File: src/afsw_pkg.sv
`timescale 1ns / 1ps
`default_nettype none
// ----------------------------------------------------------------------------
// afsw_pkg
// shared constants and codes for the affine texture span walker
// ----------------------------------------------------------------------------
package afsw_pkg;

   localparam int DEF_SCREEN_WIDTH  = 320;
   localparam int DEF_SCREEN_HEIGHT = 200;

   localparam int ROW_W   = 8;
   localparam int X_W     = 16;
   localparam int COORD_W = 32;
   localparam int ADDR_W  = 16;
   localparam int CSR_IDX_W = 8;

   typedef enum logic {
      CMD_START = 1'b0,
      CMD_TICK  = 1'b1
   } command_type;

   typedef enum logic [CSR_IDX_W-1:0] {
      CSR_U_STEP = 8'd0,
      CSR_V_STEP = 8'd1
   } csr_index_type;

endpackage : afsw_pkg
`default_nettype wire

File: src/afsw_csr.sv
`timescale 1ns / 1ps
`default_nettype none
// ----------------------------------------------------------------------------
// afsw_csr
// per-pixel u and v step registers, written through the csr channel
// ----------------------------------------------------------------------------
module afsw_csr (
   input  wire logic                          clock,
   input  wire logic                          reset,
   input  wire logic                          csr_valid,
   input  wire logic [afsw_pkg::CSR_IDX_W-1:0] csr_index,
   input  wire logic [afsw_pkg::COORD_W-1:0]  csr_wdata,
   output logic                               csr_ready,
   output logic [afsw_pkg::COORD_W-1:0]       u_step,
   output logic [afsw_pkg::COORD_W-1:0]       v_step
);
   import afsw_pkg::*;

   logic [COORD_W-1:0] u_step_ff;
   logic [COORD_W-1:0] u_step_in;
   logic [COORD_W-1:0] v_step_ff;
   logic [COORD_W-1:0] v_step_in;

   assign csr_ready = 1'b1;

   always_comb begin
      u_step_in = u_step_ff;
      v_step_in = v_step_ff;
      if (csr_valid) begin
         unique case (csr_index)
            CSR_U_STEP: u_step_in = csr_wdata;
            CSR_V_STEP: v_step_in = csr_wdata;
            default: ;
         endcase
      end
   end

   always_ff @(posedge clock) begin
      if (reset) begin
         u_step_ff <= '0;
         v_step_ff <= '0;
      end else begin
         u_step_ff <= u_step_in;
         v_step_ff <= v_step_in;
      end
   end

   assign u_step = u_step_ff;
   assign v_step = v_step_ff;

endmodule : afsw_csr
`default_nettype wire

File: src/afsw_setup.sv
`timescale 1ns / 1ps
`default_nettype none
// ----------------------------------------------------------------------------
// afsw_setup
// clips a start item to the screen and computes the first pixel's state
// ----------------------------------------------------------------------------
module afsw_setup #(
   parameter int SCREEN_WIDTH  = afsw_pkg::DEF_SCREEN_WIDTH,
   parameter int SCREEN_HEIGHT = afsw_pkg::DEF_SCREEN_HEIGHT,
   localparam int COL_W = $clog2(SCREEN_WIDTH)
) (
   input  wire logic [afsw_pkg::ROW_W-1:0]          row,
   input  wire logic signed [afsw_pkg::X_W-1:0]     left_x,
   input  wire logic signed [afsw_pkg::X_W-1:0]     right_x,
   input  wire logic [afsw_pkg::COORD_W-1:0]        u_start,
   input  wire logic [afsw_pkg::COORD_W-1:0]        v_start,
   input  wire logic [afsw_pkg::COORD_W-1:0]        u_step,
   input  wire logic [afsw_pkg::COORD_W-1:0]        v_step,
   output logic                                     span_ok,
   output logic [afsw_pkg::ADDR_W-1:0]              pixel_start,
   output logic [COL_W-1:0]                         pixel_count,
   output logic [afsw_pkg::COORD_W-1:0]             u_first,
   output logic [afsw_pkg::COORD_W-1:0]             v_first
);
   import afsw_pkg::*;

   localparam logic signed [X_W-1:0] X_MAX     = X_W'(SCREEN_WIDTH - 1);
   localparam logic [ADDR_W-1:0]     ROW_PITCH = ADDR_W'(SCREEN_WIDTH);
   localparam logic [X_W-1:0]        ROW_LIMIT = X_W'(SCREEN_HEIGHT);

   logic                         row_ok;
   logic                         x_ok;
   logic [COL_W-1:0]             x1_clip;
   logic [COL_W-1:0]             x2_clip;
   logic [X_W-1:0]               skip;
   logic [COORD_W-1:0]           u_skip;
   logic [COORD_W-1:0]           v_skip;
   logic [ADDR_W-1:0]            row_base;

   assign row_ok = X_W'(row) < ROW_LIMIT;
   assign x_ok   = !(left_x > X_MAX) && !right_x[X_W-1];

   assign x2_clip = (right_x > X_MAX) ? X_MAX[COL_W-1:0] : right_x[COL_W-1:0];
   assign x1_clip = left_x[X_W-1] ? '0 : left_x[COL_W-1:0];

   // pixels skipped left of column 0
   assign skip   = X_W'(-left_x);
   assign u_skip = u_step * COORD_W'(skip);
   assign v_skip = v_step * COORD_W'(skip);

   assign u_first = left_x[X_W-1] ? u_start + u_skip : u_start;
   assign v_first = left_x[X_W-1] ? v_start + v_skip : v_start;

   assign span_ok     = row_ok && x_ok && (x2_clip > x1_clip);
   assign pixel_count = x2_clip - x1_clip;

   assign row_base    = ADDR_W'(row) * ROW_PITCH;
   assign pixel_start = row_base + ADDR_W'(x1_clip);

endmodule : afsw_setup
`default_nettype wire

File: src/afsw_walker.sv
`timescale 1ns / 1ps
`default_nettype none
// ----------------------------------------------------------------------------
// afsw_walker
// span state registers, per-pixel stepping and the result register
// ----------------------------------------------------------------------------
module afsw_walker #(
   parameter int SCREEN_WIDTH = afsw_pkg::DEF_SCREEN_WIDTH,
   localparam int COL_W = $clog2(SCREEN_WIDTH)
) (
   input  wire logic                            clock,
   input  wire logic                            reset,
   input  wire logic                            item_valid,
   input  wire afsw_pkg::command_type           item_command,
   output logic                                 item_ready,
   input  wire logic                            span_ok,
   input  wire logic [afsw_pkg::ADDR_W-1:0]     pixel_start,
   input  wire logic [COL_W-1:0]                pixel_count,
   input  wire logic [afsw_pkg::COORD_W-1:0]    u_first,
   input  wire logic [afsw_pkg::COORD_W-1:0]    v_first,
   input  wire logic [afsw_pkg::COORD_W-1:0]    u_step,
   input  wire logic [afsw_pkg::COORD_W-1:0]    v_step,
   output logic                                 span_active,
   output logic                                 rsp_valid,
   input  wire logic                            rsp_stall,
   output logic [afsw_pkg::ADDR_W-1:0]          rsp_pixel_address,
   output logic [afsw_pkg::ADDR_W-1:0]          rsp_texel_address,
   output logic                                 rsp_span_end
);
   import afsw_pkg::*;

   logic                 active_ff;
   logic                 active_in;
   logic [ADDR_W-1:0]    pixel_ff;
   logic [ADDR_W-1:0]    pixel_in;
   logic [COL_W-1:0]     left_ff;
   logic [COL_W-1:0]     left_in;
   logic [COORD_W-1:0]   u_ff;
   logic [COORD_W-1:0]   u_in;
   logic [COORD_W-1:0]   v_ff;
   logic [COORD_W-1:0]   v_in;
   logic                 rsp_valid_ff;
   logic                 rsp_valid_in;
   logic [ADDR_W-1:0]    pixel_addr_ff;
   logic [ADDR_W-1:0]    pixel_addr_in;
   logic [ADDR_W-1:0]    texel_addr_ff;
   logic [ADDR_W-1:0]    texel_addr_in;
   logic                 span_end_ff;
   logic                 span_end_in;
   logic                 take;
   logic                 last;

   assign item_ready = !rsp_valid_ff || !rsp_stall;
   assign take       = item_valid && item_ready;
   assign last       = left_ff == COL_W'(1);

   always_comb begin
      active_in     = active_ff;
      pixel_in      = pixel_ff;
      left_in       = left_ff;
      u_in          = u_ff;
      v_in          = v_ff;
      rsp_valid_in  = rsp_valid_ff && rsp_stall;
      pixel_addr_in = pixel_addr_ff;
      texel_addr_in = texel_addr_ff;
      span_end_in   = span_end_ff;
      if (take) begin
         case (item_command)
            CMD_START: begin
               active_in = span_ok;
               pixel_in  = pixel_start;
               left_in   = pixel_count;
               u_in      = u_first;
               v_in      = v_first;
            end
            CMD_TICK: begin
               if (active_ff) begin
                  rsp_valid_in  = 1'b1;
                  pixel_addr_in = pixel_ff;
                  texel_addr_in = {v_ff[23:16], u_ff[23:16]};
                  span_end_in   = last;
                  active_in     = !last;
                  pixel_in      = pixel_ff + ADDR_W'(1);
                  left_in       = left_ff - COL_W'(1);
                  u_in          = u_ff + u_step;
                  v_in          = v_ff + v_step;
               end
            end
            default: ;
         endcase
      end
   end

   always_ff @(posedge clock) begin
      if (reset) begin
         active_ff    <= 1'b0;
         rsp_valid_ff <= 1'b0;
      end else begin
         active_ff    <= active_in;
         rsp_valid_ff <= rsp_valid_in;
      end
   end

   always_ff @(posedge clock) begin
      pixel_ff      <= pixel_in;
      left_ff       <= left_in;
      u_ff          <= u_in;
      v_ff          <= v_in;
      pixel_addr_ff <= pixel_addr_in;
      texel_addr_ff <= texel_addr_in;
      span_end_ff   <= span_end_in;
   end

   assign span_active       = active_ff;
   assign rsp_valid         = rsp_valid_ff;
   assign rsp_pixel_address = pixel_addr_ff;
   assign rsp_texel_address = texel_addr_ff;
   assign rsp_span_end      = span_end_ff;

endmodule : afsw_walker
`default_nettype wire

File: src/affine_texture_span_walker.sv
`timescale 1ns / 1ps
`default_nettype none
// an accepted item passes through the input register, then the result register
// throughput: one item per cycle while the result side does not stall, start and tick
//    items alike, set by the span state update in the walker
// a start item gives no result, a tick gives one pixel while a span is active
// reset: span cleared, input and result registers empty, u and v steps zero
// ----------------------------------------------------------------------------
// affine_texture_span_walker
// walks one clipped horizontal span, one framebuffer and texel address per tick
// ----------------------------------------------------------------------------
module affine_texture_span_walker #(
   parameter int SCREEN_WIDTH  = afsw_pkg::DEF_SCREEN_WIDTH,
   parameter int SCREEN_HEIGHT = afsw_pkg::DEF_SCREEN_HEIGHT
) (
   input  wire logic                              clock,
   input  wire logic                              reset,
   input  wire logic                              req_valid,
   output logic                                   req_stall,
   input  wire logic                              req_command,
   input  wire logic [afsw_pkg::ROW_W-1:0]        req_row,
   input  wire logic signed [afsw_pkg::X_W-1:0]   req_left_x,
   input  wire logic signed [afsw_pkg::X_W-1:0]   req_right_x,
   input  wire logic signed [afsw_pkg::COORD_W-1:0] req_u_start,
   input  wire logic signed [afsw_pkg::COORD_W-1:0] req_v_start,
   output logic                                   rsp_valid,
   input  wire logic                              rsp_stall,
   output logic [afsw_pkg::ADDR_W-1:0]            rsp_pixel_address,
   output logic [afsw_pkg::ADDR_W-1:0]            rsp_texel_address,
   output logic                                   rsp_span_end,
   input  wire logic                              csr_valid,
   output logic                                   csr_ready,
   input  wire logic [afsw_pkg::CSR_IDX_W-1:0]    csr_index,
   input  wire logic [afsw_pkg::COORD_W-1:0]      csr_wdata
);
   import afsw_pkg::*;

   localparam int COL_W = $clog2(SCREEN_WIDTH);

   logic                      in_valid_ff;
   logic                      in_valid_in;
   command_type               cmd_ff;
   logic [ROW_W-1:0]          row_ff;
   logic signed [X_W-1:0]     left_x_ff;
   logic signed [X_W-1:0]     right_x_ff;
   logic [COORD_W-1:0]        u_start_ff;
   logic [COORD_W-1:0]        v_start_ff;
   logic                      item_ready;
   logic                      load;
   logic [COORD_W-1:0]        u_step;
   logic [COORD_W-1:0]        v_step;
   logic                      span_ok;
   logic [ADDR_W-1:0]         pixel_start;
   logic [COL_W-1:0]          pixel_count;
   logic [COORD_W-1:0]        u_first;
   logic [COORD_W-1:0]        v_first;
   logic                      span_active;

   assign req_stall   = in_valid_ff && !item_ready;
   assign load        = req_valid && !req_stall;
   assign in_valid_in = req_stall ? in_valid_ff : req_valid;

   always_ff @(posedge clock) begin
      if (reset) begin
         in_valid_ff <= 1'b0;
      end else begin
         in_valid_ff <= in_valid_in;
      end
   end

   always_ff @(posedge clock) begin
      if (load) begin
         cmd_ff     <= command_type'(req_command);
         row_ff     <= req_row;
         left_x_ff  <= req_left_x;
         right_x_ff <= req_right_x;
         u_start_ff <= req_u_start;
         v_start_ff <= req_v_start;
      end
   end

   afsw_csr u_csr (
      .clock     (clock),
      .reset     (reset),
      .csr_valid (csr_valid),
      .csr_index (csr_index),
      .csr_wdata (csr_wdata),
      .csr_ready (csr_ready),
      .u_step    (u_step),
      .v_step    (v_step)
   );

   afsw_setup #(
      .SCREEN_WIDTH  (SCREEN_WIDTH),
      .SCREEN_HEIGHT (SCREEN_HEIGHT)
   ) u_setup (
      .row         (row_ff),
      .left_x      (left_x_ff),
      .right_x     (right_x_ff),
      .u_start     (u_start_ff),
      .v_start     (v_start_ff),
      .u_step      (u_step),
      .v_step      (v_step),
      .span_ok     (span_ok),
      .pixel_start (pixel_start),
      .pixel_count (pixel_count),
      .u_first     (u_first),
      .v_first     (v_first)
   );

   afsw_walker #(
      .SCREEN_WIDTH (SCREEN_WIDTH)
   ) u_walker (
      .clock             (clock),
      .reset             (reset),
      .item_valid        (in_valid_ff),
      .item_command      (cmd_ff),
      .item_ready        (item_ready),
      .span_ok           (span_ok),
      .pixel_start       (pixel_start),
      .pixel_count       (pixel_count),
      .u_first           (u_first),
      .v_first           (v_first),
      .u_step            (u_step),
      .v_step            (v_step),
      .span_active       (span_active),
      .rsp_valid         (rsp_valid),
      .rsp_stall         (rsp_stall),
      .rsp_pixel_address (rsp_pixel_address),
      .rsp_texel_address (rsp_texel_address),
      .rsp_span_end      (rsp_span_end)
   );

   // a start item never produces a result
   a_start_no_result: assert property (@(posedge clock) disable iff (reset)
      in_valid_ff && item_ready && (cmd_ff == CMD_START) |=> !rsp_valid)
      else $error("result after start item");

   // the last pixel of a span leaves no span active
   a_end_clears_span: assert property (@(posedge clock) disable iff (reset)
      rsp_valid && rsp_span_end |-> !span_active)
      else $error("span still active after its last pixel");

   // a held result blocks a waiting item
   a_stall_backpressure: assert property (@(posedge clock) disable iff (reset)
      in_valid_ff && rsp_valid && rsp_stall |-> req_stall)
      else $error("input not stalled behind held result");

   // a tick outside a span changes nothing visible
   a_idle_tick_quiet: assert property (@(posedge clock) disable iff (reset)
      in_valid_ff && item_ready && (cmd_ff == CMD_TICK) && !span_active |=> !rsp_valid)
      else $error("result from tick without span");

endmodule : affine_texture_span_walker
`default_nettype wire

File: config.mk
export PLATFORM = sky130hd
export DESIGN_NAME = affine_texture_span_walker
export DESIGN_NICKNAME = d
export VERILOG_FILES = /design/src/afsw_pkg.sv /design/src/afsw_csr.sv /design/src/afsw_setup.sv /design/src/afsw_walker.sv /design/src/affine_texture_span_walker.sv
export SDC_FILE = /design/constraint.sdc
export NUM_CORES = 2
export LEC_CHECK = 0
export ABC_CLOCK_PERIOD_IN_PS = 17150
export BUFFER_PORTS_ARGS = -buffer_cell sky130_fd_sc_hd__buf_2
export CORE_MARGIN = 2
export CORE_UTILIZATION = 50
export CTS_CLUSTER_DIAMETER = 100
export DETAILED_ROUTE_END_ITERATION = 8
export PLACE_DENSITY = 0.77
export SYNTH_ARGS = -nofsm -noshare
export SYNTH_HDL_FRONTEND = slang
export SYNTH_SLANG_ARGS = --single-unit
File: constraint.sdc
create_clock -name clock -period 17.15 [get_ports clock]
set_clock_uncertainty 0.15 [all_clocks]
set_input_delay 1.715 -clock clock [delete_from_list [all_inputs] [get_ports clock]]
set_output_delay 1.715 -clock clock [all_outputs]
set_load 0.01 [all_outputs]
## After elaboration in Yosys (flattened, before gate mapping)

Cells that the tools add are included.

- Bits in registers: 294
- Output and inout bits: 36

- Equal/unequal tests: 3
- Reduce and logical (&&, ||, !) cells: 20
- Multipliers: 3
- Add/subtract/negate cells: 9
- Mux-type cells: 17
- Order comparisons: 4
- Bitwise gates (word level): 1

Operators with widths:

| kind | number |
|---|---|
| 32-bit adder | 4 |
| 32-bit two-way mux | 4 |
| 32-bit case mux with 2 select lines | 2 |
| 32-bit by 16-bit multiplier with 32-bit output | 2 |
| 16-bit by 10-bit greater-than comparator with 1-bit output (second input constant) | 2 |
| 16-bit case mux with 2 select lines | 1 |
| 9-bit two-way mux | 3 |
| 9-bit case mux with 2 select lines | 1 |
| 16-bit by 1-bit adder with 16-bit output (second input constant) | 1 |
| 16-bit by 9-bit adder with 16-bit output | 1 |
| 16-bit two-way mux | 1 |
| 16-bit negation | 1 |
| 8-bit by 3-bit multiplier with 10-bit output (second input constant) | 1 |
| 9-bit by 1-bit equality test with 1-bit output (second input constant) | 1 |
| 9-bit greater-than comparator | 1 |
| 9-bit by 1-bit subtractor with 9-bit output (second input constant) | 1 |
| 9-bit subtractor | 1 |
| 8-bit by 1-bit equality test with 1-bit output (second input constant) | 1 |
| 8-bit logical NOT | 1 |
| 8-bit less-than comparator (second input constant) | 1 |
| 1-bit logical AND | 7 |
| 1-bit logical NOT | 7 |
| 2-bit AND reduction | 3 |
| 1-bit two-way mux | 4 |
| other kinds (5) | 5 |

## Depth between registers and ports, before layout

- Depth in word-level cells: 6
- Mapped depth: 31
- Depth with buffers taken out: 28

## Cells and area by module

A second synthesis with hierarchy kept.

- Cell total of the unflattened synthesis: 4357
- Area total of the unflattened synthesis: 39992.1 um^2

Modules (own cells, without submodules):

| module | area an instance (um^2) | times used | sequential area each (um^2) | cells each |
|---|---|---|---|---|
| afsw_setup | 27012.2 | 1 | 0.0 | 3325 |
| afsw_walker | 7046.8 | 1 | 3223.1 | 674 |
| affine_texture_span_walker | 3203.1 | 1 | 3173.0 | 109 |
| afsw_csr | 2730.1 | 1 | 1281.2 | 249 |

## Worst setup path after synthesis

No wires, ideal clock.

- Path kind: register to register
- From: register left_x_ff[0]
- To: register u_walker.u_ff[23] (data pin)
- Cell stages (with the launch flop): 28
- Data arrival time: 7.439 ns
- Clock period less this slack: 7.732 ns
- Path slack: 9.418 ns
- Cell sequence: edfxtp_1 > clkbuf_1 > inv_1 > ha_1 > or3b_2 > clkbuf_1 > or3_1 > o21ai_0 > and2_0 > clkbuf_1 > nand2_1 > fa_1 > fa_1 > inv_1 > fa_1 > inv_1 > fa_1 > fa_1 > fa_1 > xor2_1 > xnor2_1 > xnor2_1 > xnor3_1 > xnor3_1 > xnor3_1 > xor2_1 > a211o_1 > o21ai_2

- Word-level cells in the longest chain between the ends: 5

Ends and longest elaborated chain:

| element | line | text |
|---|---|---|
| start, declared | affine_texture_span_walker.sv:44 | `logic signed [X_W-1:0] left_x_ff;` |
| start signal, assigned | affine_texture_span_walker.sv:75 | `left_x_ff <= req_left_x;` |
| 16-bit negation | afsw_setup.sv:47 | `assign skip = X_W'(-left_x);` |
| 32-bit by 16-bit multiplier with 32-bit output | afsw_setup.sv:48 | `assign u_skip = u_step * COORD_W'(skip);` |
| 32-bit adder | afsw_setup.sv:51 | `assign u_first = left_x[X_W-1] ? u_start + u_skip : u_start;` |
| 32-bit two-way mux | afsw_setup.sv:51 |  |
| 32-bit case mux with 2 select lines | afsw_walker.sv:68 | `case (item_command)` |
| end signal, assigned | afsw_walker.sv:107 | `u_ff <= u_in;` |
| end, declared | afsw_walker.sv:38 | `logic [COORD_W-1:0] u_ff;` |

No other way between the ends.
A chain may end at the register's enable or synchronous reset.

## Worst setup path after layout

Same ends and word-level chain as after synthesis.

==> key figures <==
Status
  • Status: finished, final reports clean

Hold path
  • Hold Crit Depth: 0
  • Hold_sp: u_walker.v_ff[18]
  • Worst min path class: flip-flop to flip-flop
  • Endpoint, Worst Hold: u_walker.rsp_texel_address[10]

Cells and area
  • Register area: 6880 um2
  • Share of cells above drive strength 1: 0.0855
  • FILL cells: 5,145
  • Multi-input logic area: 19,700 um2
  • Final #Nets: 3,987
  • Area Overhead vs Synth: 8.75%
  • Design Area, Final: 32,000 um2
  • Final cell count without fillers: 3,998

Drt
  • DR vias: 21,900
  • Post-Route WL: 76.6 mm
  • # DRC: 0
  • Pre-antenna DRT Iters: 6
  • Via density: 5.48
  • Final ANT Viol Nets: 0
  • Initial DRC count: 1,668
  • WL/cell: 19.2 um

STA
  • Setup Total Neg Slack: 0 ns
  • Setup-failing EPs final: 0
  • Fin. Hold Viols: 0
  • Hold_ws: 0.317 ns
  • Post-layout minimum cycle time: 9.07 ns
  • Final Slew Violations: 0
  • Period utilization: 0.529
  • Least-Margin Pin Slew: 1.19 ns
  • Fmax: 0.110 GHz
  • RSZ-0062 raised after global routing: false
  • Slew HR: 0.204

Critical path
  • R2r startpoint: left_x_ff[0]
  • R2r worst-path depth: 27
  • Slowest CP cell: nor4_1
  • CP startpoint kind: flip-flop
  • Critical Path AT: 9.34 ns
  • CP peak stage delay: 0.65 ns
  • CP max FO: 49
  • Setup crit start: left_x_ff[0]
  • Most common cell on crit path: fa_1
  • Worst EP required: 17.42 ns
  • Reg-to-reg endpoint: u_walker.u_ff[23]
  • CP Capture Type: flip-flop
  • FF-to-FF setup slack: 8.08 ns
  • Critical path type: flip-flop to flip-flop

Pwr
  • Sw frac: 0.299
  • Sw Pwr: 0.000476 W
  • Worst vdd ir: 0.0000928 V
  • Reg power frac: 0.438
  • Int Pwr: 0.00112 W
  • Leak Pwr: 15.0 nW
  • Clock share of power: 0.372
  • P per Cell Area: 49.9 nW/um2
  • Comb pwr share: 0.190

GRT
  • Largest net degree at the start of global routing: 78
  • GRT overflow: 0
  • Initial antenna violation count: 10
  • First-pass GRT wire length: 122 mm
  • Number of global-route vias before repair: 22,700
  • Total Routing Usage GR: 0.259

Clocking
  • TritonCTS clock tree: yes
  • Sink Count: 246
  • Post-CTS Setup Bufs: 0
  • Worst skew pair latency: 0.57 ns
  • Root buf cell: clkbuf_16
  • Worst-case clock buffer depth: 3
  • Post-CTS Hold Buffers: 0
  • CTS H-tree depth: 1
  • Clock slew seen by the registers of the worst setup and hold paths: 0.06 ns
  • Post-cts sizing count: 0
  • CTS buffer count: 26

Synthesis
  • Synthesized area: 29,400 um2
  • Syn_area_per_cell: 9.45 um2
  • Top flip-flop cell by instance count after synthesis: edfxtp_1
  • Synth top area share: 0.295
  • Largest cells by area after synthesis: fa_1, edfxtp_1, ha_1
  • Sequential area share after synthesis: 0.234
  • Cells after synthesis: 3,113
  • Syn_nets: 3,890
  • Ys Warns: 0
  • Post-synth cell types: 71
  • Post-synth EDFFs: 195
  • Synth Register Bits: 246
  • Largest area contributor in the netlist: fa_1
  • Ys async rst share: 0

Placement
  • Area post-placement: 31,100 um2
  • RePlAce Congestion: 0.921
  • Placed cell count: 3,947
  • DPL Wire Length: 55.9 mm
  • PortBufs: 160

Floorplanning
  • Die ar.: 60,800 um2
  • Core Box Area: 57,900 um2
  • I/O pin count: 186
  • Number of core rows: 88
  • Initial Util: 0.508
  • Die Ht: 247 um
  • DIE WIDTH: 247 um

Flow run
  • Maxcap violations: 0
[sequential cells by signal (all words and copies together), names as in the netlist, 8 cells and up]
name and cells:
u_csr.u_step 24, u_csr.v_step 24, u_start_ff 24, u_walker.u_ff 24, u_walker.v_ff 24, v_start_ff 24, left_x_ff 16, right_x_ff 16
u_walker.pixel_ff 16, u_walker.rsp_pixel_address 16, u_walker.rsp_texel_address 16, u_walker.left_ff 9, row_ff 8
[through the flow]
step	power [W]	setup WS [ns]	utilization
6_report	0.00159	8.08	0.552
5_1_grt	0.00165	7.69	0.552
4_1_cts	0.00160	8.12	0.552
3_5_place_dp	0.00101	8.13	0.537
3_3_place_gp	0.000999	8.22	0.537
2_1_floorplan	0.000901	9.42	-
[cells by family after synthesis]
family	share of synthesized area
AOI/OAI and AO/OA	0.0660
adders and majority gates	0.377
buffers and inverters	0.0993
other	0.000128
xor gates and xnor gates	0.0537
muxes	0.0249
and+or+nand+nor	0.145
DFF	0.234
[power groups by stage]
stage	Sequential (W)	Combinational, W	Clock [W]
after detailed placement	0.000711	0.000298	0
after global routing	0.000700	0.000333	0.000618
after global placement	0.000710	0.000289	0
after floorplan	0.000702	0.000198	0
after CTS	0.000698	0.000300	0.000598
final	0.000698	0.000303	0.000593
[worst max-delay path, delay by kind of cell (launching register included)]
| kind | cells | cell delay, ns |
|---|---|---|
| and+or+nand+nor | 4 | 1.66 |
| adders and majority gates | 8 | 3.51 |
| buffers and inverters | 6 | 0.89 |
| DFF | 1 | 0.35 |
| AOI/OAI and AO/OA | 7 | 1.68 |
| xor gates and xnor gates | 2 | 0.65 |
[cells in the mapped netlist (71+ instances only)]
cell type and instances:
ha_1 194, o21ai_0 74, and2_1 179, fa_1 433, mux2i_1 71, inv_1 646, nor2_1 133, clkbuf_1 118
edfxtp_1 195, xnor2_1 118, nand2_1 426, a21oi_1 99
[layer usage]
layer  up-vias  global-route usage  part of all wire
li1       9871                   -                 -
met3       216              0.0488             0.089
met4        10               0.105             0.045
met5         -                   0           0.00086
met2       935               0.433              0.48
met1     10900               0.332              0.39
[placed cells by master (no fill, tap or decap), types with 5 or more instances in the layout]
cell type and count:
inv_1 646, fa_1 433, nand2_1 426, edfxtp_1 195, ha_1 194, and2_1 179, buf_2 160, nor2_1 132
xnor2_1 108, a21oi_1 98, o21ai_0 74, mux2i_1 71, dfxtp_1 51, xor2_1 46, buf_4 38, nor3_1 31
a21o_1 27, nand3_1 27, clkbuf_16 27, and3_1 24, nor2b_1 22, o21a_1 17, a31oi_1 13, a211oi_1 12
or3_1 11, or2_2 10, nand2b_1 9, o31ai_1 9, nor4_1 8, xnor2_2 8, o21bai_1 8, nand4_1 7
a21boi_0 7, xnor3_1 6, diode_2 5
[cell type report]
cell class                 count  share of cell area
clock buffer                  29              0.0217
clock inverter                17             0.00571
multi-input combinational   2091               0.617
antenna                        5            0.000391
timing repair buffer         198              0.0340
inverter                     647              0.0759
tap                          765              0.0299
sequential                   246               0.215
[worst max-delay path by stage]
stage / endpoint / slack [ns]
floorplan: u_walker.u_ff[23] / 9.42
global placement: u_walker.u_ff[23] / 8.22
detailed placement: u_walker.u_ff[23] / 8.13
CTS: u_walker.u_ff[23] / 8.12
global route: u_walker.u_ff[23] / 7.69
finish: u_walker.u_ff[23] / 8.08
Note: power is estimated with default switching activity, not from simulation.
